===== src/hdl/utd_pkg.sv =====
// Package for the UTF-8 to UTF-32 stream decoder.
// Holds the result item type, the decoder state, the push bundle and sizing constants.
// No dependencies.
package utd_pkg;

   localparam int CP_W    = 31;
   localparam int POS_W   = 16;
   localparam int BYTE_W  = 8;
   localparam int PEND_W  = 3;
   localparam int QUEUE_DEPTH = 3;

   localparam logic [POS_W-1:0] LIMIT_RESET = 16'hFFFF;

   typedef struct packed {
      logic [CP_W-1:0]  code_point;
      logic [POS_W-1:0] position;
      logic             end_item;
      logic             bad_lead;
   } item_type;

   // decoder state carried between bytes
   typedef struct packed {
      logic [CP_W-1:0]   acc;
      logic [PEND_W-1:0] pend;
      logic [POS_W-1:0]  count;
   } dec_state_type;

   // up to two result items pushed in one cycle, in order
   typedef struct packed {
      logic [1:0] num;
      item_type   first;
      item_type   second;
   } push_type;

endpackage


===== src/hdl/utd_step.sv =====
// One byte step of the UTF-8 decoder: next state and the results it causes.
// Depends on utd_pkg.
module utd_step import utd_pkg::*; (
   input  dec_state_type          state,
   input  logic [POS_W-1:0]       limit,
   input  logic [BYTE_W-1:0]      data_byte,
   input  logic                   final_byte,
   output dec_state_type          state_next,
   output push_type               push
);

   dec_state_type mid;
   item_type      cp_item;
   item_type      end_item_w;
   logic          cp_valid;
   logic [CP_W-1:0] shifted;

   assign shifted = {state.acc[CP_W-7:0], data_byte[5:0]};

   always_comb begin
      mid      = state;
      cp_valid = 1'b0;
      cp_item  = '{code_point: '0, position: state.count, end_item: 1'b0, bad_lead: 1'b0};

      if (state.pend != '0) begin
         mid.pend = state.pend - PEND_W'(1);
         mid.acc  = shifted;
         if (state.pend == PEND_W'(1)) begin
            cp_valid           = 1'b1;
            cp_item.code_point = shifted;
            mid.count          = state.count + POS_W'(1);
            mid.acc            = '0;
         end
      end else if (state.count < limit) begin
         unique casez (data_byte)
            8'b0???????: begin
               cp_valid           = 1'b1;
               cp_item.code_point = CP_W'(data_byte);
            end
            8'b10??????: begin   // stray continuation byte
               cp_valid           = 1'b1;
               cp_item.code_point = CP_W'(data_byte[5:0]);
            end
            8'b110?????: begin
               mid.acc  = CP_W'(data_byte[4:0]);
               mid.pend = PEND_W'(1);
            end
            8'b1110????: begin
               mid.acc  = CP_W'(data_byte[3:0]);
               mid.pend = PEND_W'(2);
            end
            8'b11110???: begin
               mid.acc  = CP_W'(data_byte[2:0]);
               mid.pend = PEND_W'(3);
            end
            8'b111110??: begin
               mid.acc  = CP_W'(data_byte[1:0]);
               mid.pend = PEND_W'(4);
            end
            8'b1111110?: begin
               mid.acc  = CP_W'(data_byte[0]);
               mid.pend = PEND_W'(5);
            end
            default: begin       // 0xFE, 0xFF
               cp_valid         = 1'b1;
               cp_item.bad_lead = 1'b1;
            end
         endcase
         if (cp_valid) begin
            mid.count = state.count + POS_W'(1);
         end
      end
   end

   always_comb begin
      end_item_w = '{code_point: '0, position: mid.count, end_item: 1'b1, bad_lead: 1'b0};
      state_next = final_byte ? '0 : mid;
      push.num    = 2'(cp_valid) + 2'(final_byte);
      push.first  = cp_valid ? cp_item : end_item_w;
      push.second = end_item_w;
   end

endmodule


===== src/hdl/utd_outq.sv =====
// Result queue: shift queue with head at entry 0, takes up to two pushes a cycle.
// Depends on utd_pkg.
module utd_outq import utd_pkg::*; #(
   parameter int DEPTH = QUEUE_DEPTH
) (
   input  logic     clock,
   input  logic     reset,
   input  push_type push,
   output logic     room,
   output item_type head,
   output logic     head_valid,
   input  logic     head_ready
);

   localparam int CW = $clog2(DEPTH + 1);

   item_type        q_ff [DEPTH];
   item_type        q_in [DEPTH];
   logic [CW-1:0]   cnt_ff;
   logic [CW-1:0]   cnt_in;
   logic [CW-1:0]   base;
   logic            pop;

   assign pop        = head_valid && head_ready;
   assign base       = cnt_ff - CW'(pop);
   assign head       = q_ff[0];
   assign head_valid = (cnt_ff != '0);
   assign room       = (cnt_ff <= CW'(DEPTH - 2));
   assign cnt_in     = base + CW'(push.num);

   for (genvar i = 0; i < DEPTH; i++) begin : g_entry
      always_comb begin
         if (i < DEPTH - 1) begin
            q_in[i] = pop ? q_ff[(i < DEPTH - 1) ? i + 1 : i] : q_ff[i];
         end else begin
            q_in[i] = q_ff[i];
         end
         if (push.num != 2'd0 && base == CW'(i)) begin
            q_in[i] = push.first;
         end else if (push.num == 2'd2 && base + CW'(1) == CW'(i)) begin
            q_in[i] = push.second;
         end
      end

      always_ff @(posedge clock) begin
         q_ff[i] <= q_in[i];
      end
   end

   always_ff @(posedge clock) begin
      if (reset) begin
         cnt_ff <= '0;
      end else begin
         cnt_ff <= cnt_in;
      end
   end

endmodule


===== src/hdl/utf8_to_utf32_stream_decoder_core.sv =====
// Top level of the UTF-8 to UTF-32 stream decoder.
// Depends on utd_pkg, utd_step and utd_outq.
//
//  channel  | ports                                   | direction
//  ---------+-----------------------------------------+----------
//  request  | req_valid/req_ready, data_byte, final   | in
//  response | rsp_valid/rsp_ready, code_point, pos... | out
//  csr      | csr_wr_en, csr_wr_data (output_limit)   | in
//
// One request byte per cycle while req_ready is high. The decoder state updates
// at the accept edge and the byte's results go straight into a small result
// queue in the same edge. A final byte that also completes a codepoint pushes
// two responses; the queue drains one per cycle while rsp_ready is high, so
// req_ready is low while fewer than two entries are free. req_ready depends on
// the queue fill only, never on rsp_ready. Synchronous active-high reset clears
// state, queue fill and sets the limit to its maximum.
module utf8_to_utf32_stream_decoder_core import utd_pkg::*; #(
   parameter int OUT_DEPTH = QUEUE_DEPTH   // at least 3
) (
   input  logic               clock,
   input  logic               reset,
   // request channel
   input  logic               req_valid,
   output logic               req_ready,
   input  logic [BYTE_W-1:0]  req_data_byte,
   input  logic               req_final_byte,
   // response channel
   output logic               rsp_valid,
   input  logic               rsp_ready,
   output logic [CP_W-1:0]    rsp_code_point,
   output logic [POS_W-1:0]   rsp_position,
   output logic               rsp_end_item,
   output logic               rsp_bad_lead,
   // output_limit register
   input  logic               csr_wr_en,
   input  logic [POS_W-1:0]   csr_wr_data
);

   dec_state_type state_ff;
   dec_state_type state_in;
   dec_state_type step_next;
   logic [POS_W-1:0] limit_ff;
   logic [POS_W-1:0] limit_in;
   push_type      step_push;
   push_type      q_push;
   item_type      head;
   logic          accept;

   assign accept = req_valid && req_ready;

   // byte decode: shift-and-add plus count update
   utd_step u_step (
      .state      (state_ff),
      .limit      (limit_ff),
      .data_byte  (req_data_byte),
      .final_byte (req_final_byte),
      .state_next (step_next),
      .push       (step_push)
   );

   // only an accepted request pushes anything
   always_comb begin
      q_push     = step_push;
      q_push.num = accept ? step_push.num : 2'd0;
   end

   utd_outq #(
      .DEPTH (OUT_DEPTH)
   ) u_outq (
      .clock      (clock),
      .reset      (reset),
      .push       (q_push),
      .room       (req_ready),
      .head       (head),
      .head_valid (rsp_valid),
      .head_ready (rsp_ready)
   );

   assign rsp_code_point = head.code_point;
   assign rsp_position   = head.position;
   assign rsp_end_item   = head.end_item;
   assign rsp_bad_lead   = head.bad_lead;

   assign state_in = accept ? step_next : state_ff;
   assign limit_in = csr_wr_en ? csr_wr_data : limit_ff;

   always_ff @(posedge clock) begin
      if (reset) begin
         state_ff <= '0;
         limit_ff <= LIMIT_RESET;
      end else begin
         state_ff <= state_in;
         limit_ff <= limit_in;
      end
   end

endmodule


===== config.mk =====
export PLATFORM = sky130hd
export DESIGN_NAME = utf8_to_utf32_stream_decoder_core
export DESIGN_NICKNAME = d
export VERILOG_FILES = /design/src/hdl/utd_pkg.sv /design/src/hdl/utd_step.sv /design/src/hdl/utd_outq.sv /design/src/hdl/utf8_to_utf32_stream_decoder_core.sv
export SDC_FILE = /design/constraint.sdc
export NUM_CORES = 1
export LEC_CHECK = 0
export ABC_AREA = 1
export BUFFER_PORTS_ARGS = -buffer_cell sky130_fd_sc_hd__buf_2
export CAP_MARGIN = 15
export CORE_UTILIZATION = 62
export CTS_BUF_LIST = sky130_fd_sc_hd__clkbuf_4 sky130_fd_sc_hd__clkbuf_8
export CTS_CLUSTER_DIAMETER = 30
export DETAILED_ROUTE_END_ITERATION = 10
export PLACE_DENSITY = 0.87
export SKIP_LAST_GASP = 1
export SLEW_MARGIN = 20
export SYNTH_ARGS = -nofsm -noshare
export SYNTH_HDL_FRONTEND = slang
export SYNTH_SLANG_ARGS = --single-unit

===== constraint.sdc =====
create_clock -name clock -period 12.6 [get_ports clock]
set_clock_uncertainty 0.2 [all_clocks]
set_input_delay 1.89 -clock clock [delete_from_list [all_inputs] [get_ports clock]]
set_output_delay 1.89 -clock clock [all_outputs]
set_load 0.02 [all_outputs]

==> reports/results.txt <==
status: finished, final reports clean
R2R depth: 16
setup TNS: 0 ns
leakage power: 4.85 nW
CTS root buffer: clkbuf_8
Crit Path Category: input port to flip-flop
Post-CTS Repair Setup Buffers: 0
met2 Track Usage GR: 0.460
HP Start: limit_ff[15]$_SDFFE_PP1P_
initial antenna violation count: 0
period utilization: 0.493
GR Overflow Total: 0
drt via density: 5.89
IO Count: 81
row cnt: 47
PostCTS Resize Cnt: 0
via count: 9001
clock tree buffer depth: 3
vias in the first global route: 8206
Remaining DRCs: 0
worst skew pair latency: 0.54 ns
PwrDens: 235 nW/um^2
final setup violation count: 0
Max VDD drop: 0.157 mV
Worst Hold End: limit_ff[15]$_SDFFE_PP1P_
Final Util: 0.703
Power Total: 2.76 mW
ANT cells: 0
most frequent cells in the layout: 339 x nand2_1, 147 x edfxtp_1, 133 x nor2_1, 104 x o21ai_0, 98 x inv_1
number of buffers created by CTS: 41
synthesized flop and latch total: 209
sequential share of power: 0.405
Sw Ratio: 0.365
met3 Usage GRT: 0.0839
Post-Syn Area per Cell: 8.46 sq um
Layout area overhead: 10.4%
Max Cap Viol: 0
internal power of the cells: 1.75 mW
CP Launch Type: input port
gp weighted congestion: 0.977
Hold Fails Final Rpt: 0
routed len/inst: 17.8 microns
Tot GR Track Use: 0.312
ratio of cells with drive above 1 in the final layout: 0.149
Worst-Margin Slew: 1.05 ns
Post-Syn Instances: 1254
Die ar.: 17600 sq um
Comb power frac: 0.307
synth warn: 0
PortBufs: 80
first-pass GRT wire length: 43000 microns
Die H: 133 microns
Core Box Area: 16600 sq um
First-pass DRT Iterations: 7
synthesized net count: 1306
die width: 133 microns
antenna violation net count after detailed routing: 0
GRT Max-Usage Layer: met2
Worst Hold Class: flip-flop to flip-flop
Min-Delay Path Depth: 2
Tmin final: 6.21 ns
Max transition margin: 0.298
crit-path max FO: 49
hold_buf cts: 0
crit path DAT: 6.13 ns
fmax: 161 MHz
WP data required: 12.52 ns
RR Endpoint: u_outq.q_ff[0][18]$_DFFE_PP_
Max H-tree Level: 2
# clock sinks: 209
GR Util met1: 0.443
CP endpoint kind: flip-flop
FF-to-FF Start: state_ff[5]$_SDFFE_PP0P_
CTS tree: yes
Post-Syn Area: 10600 sq um
clock-pin slew on the worst setup and hold paths: 0.06 ns
Worst R2R Setup Slack: 6.99 ns
commonest non-fill, non-tap cell in the layout: nand2_1
clock share of power: 0.288
Slew Viols, Final: 0
DR iter-0 viols: 1167
final wirelength: 27100 microns
Final #Nets: 1328
RSZ-0062 raised after global routing: false
Netlist cell types: 43
post-DP HPWL: 17100 microns
largest net degree at the start of global routing: 50
sw power: 1.00 mW
post-synthesis sequential area ratio: 0.533
Initial Util: 0.637
==> worst max-delay path by stage <==
stage	startpoint	to	slack, ns	cells past startpoint
6_report	req_data_byte[6]	u_outq.q_ff[0][18]$_DFFE_PP_	6.39	17
3_3_place_gp	req_data_byte[7]	u_outq.q_ff[0][27]$_DFFE_PP_	5.82	17
4_1_cts	req_data_byte[6]	u_outq.q_ff[0][9]$_DFFE_PP_	6.13	17
3_5_place_dp	req_data_byte[7]	u_outq.q_ff[0][47]$_DFFE_PP_	5.68	17
5_1_grt	req_data_byte[6]	u_outq.q_ff[0][18]$_DFFE_PP_	6.14	17
2_1_floorplan	req_data_byte[7]	u_outq.q_ff[0][100]$_DFFE_PP_	5.04	15
==> cells by family (layout without fill, tap and decap cells) <==
logic type	count (synthesis)	after routing	synth area share
flops	209	209	0.533
buf+inv	215	268	0.0971
simple gates	608	608	0.242
xor+xnor	8	8	0.00661
compound gates	192	192	0.0950
fa+ha+maj	22	22	0.0260
==> power groups by stage <==
stage          sequential [mW]  combinational [mW]  clock, mW
6_report                  1.11               0.847      0.794
5_1_grt                   1.13               0.921      0.830
4_1_cts                   1.11               0.834      0.797
3_5_place_dp              1.12               0.822          0
3_3_place_gp              1.12               0.791          0
2_1_floorplan             1.11               0.688          0
==> critical path, cell delays in order <==
cell	delay, ns
buf_2	0.12
nand2_1	0.20
nor2_2	0.11
o21ai_1	0.11
o21ai_1	0.16
nor2_4	0.44
nand3_2	0.15
nand2_1	0.40
ha_1	0.34
inv_1	0.07
nor2_2	0.05
nor2_4	0.16
inv_2	0.05
nand2_2	0.61
inv_4	0.19
nor2_8	0.51
nand2_4	0.52
==> layout make-up <==
class / instances / area [sq um]
Tap cell: 220 / 275
Clock inverter: 22 / 298
Multi-Input combinational cell: 830 / 3960
Inverter: 109 / 412
Fill cell: 1246 / 4940
Timing Repair Buffer: 85 / 438
Clock buffer: 52 / 666
Sequential cell: 209 / 5660
==> sequential cells by signal, indices dropped and copies added (netlist names) <==
register       count
limit_ff          16
state_ff          44
u_outq.cnt_ff      2
u_outq.q_ff      147
==> routing by layer <==
metal | vias up | wire length, microns
met3 | 94 | 3620
met5 | - | 0
met2 | 628 | 11700
met1 | 4143 | 10900
met4 | 0 | 863
li1 | 4136 | -
==> stage by stage <==
step / instance area, sq um / std cells / hold WS (ns) / setup slack, ns
detailed placement: 10700 / 1453 / 0.254 / 5.68
CTS: 11700 / 1527 / 0.271 / 6.13
floorplan: 10600 / 1254 / 0.230 / 5.04
global placement: 10700 / 1453 / 0.248 / 5.82
global route: 11700 / 1527 / 0.286 / 6.14
finish: 11700 / 1527 / 0.268 / 6.39
==> cell usage after synthesis (all sizes together) <==
master / n / area [sq um]
nand2: 345 / 1310
edfxtp: 147 / 4410
nor2: 147 / 611
o21ai: 115 / 576
inv: 108 / 408
nand3: 78 / 408
buf: 74 / 498
dfxtp: 62 / 1240
a21oi: 52 / 260
clkbuf: 32 / 120
ha: 22 / 275
nor3: 17 / 106
or2: 15 / 93.8
o22ai: 13 / 81.3
xor2: 8 / 70.1
nand4: 5 / 31.3
a21boi: 3 / 22.5
a22oi: 2 / 15.0
o211ai: 2 / 15.0
o21bai: 2 / 15.0
a211oi: 1 / 7.51
clkinv: 1 / 3.75
nand3b: 1 / 7.51
o21a: 1 / 7.51
o31ai: 1 / 7.51
Note: power is estimated with default switching activity, not from simulation.
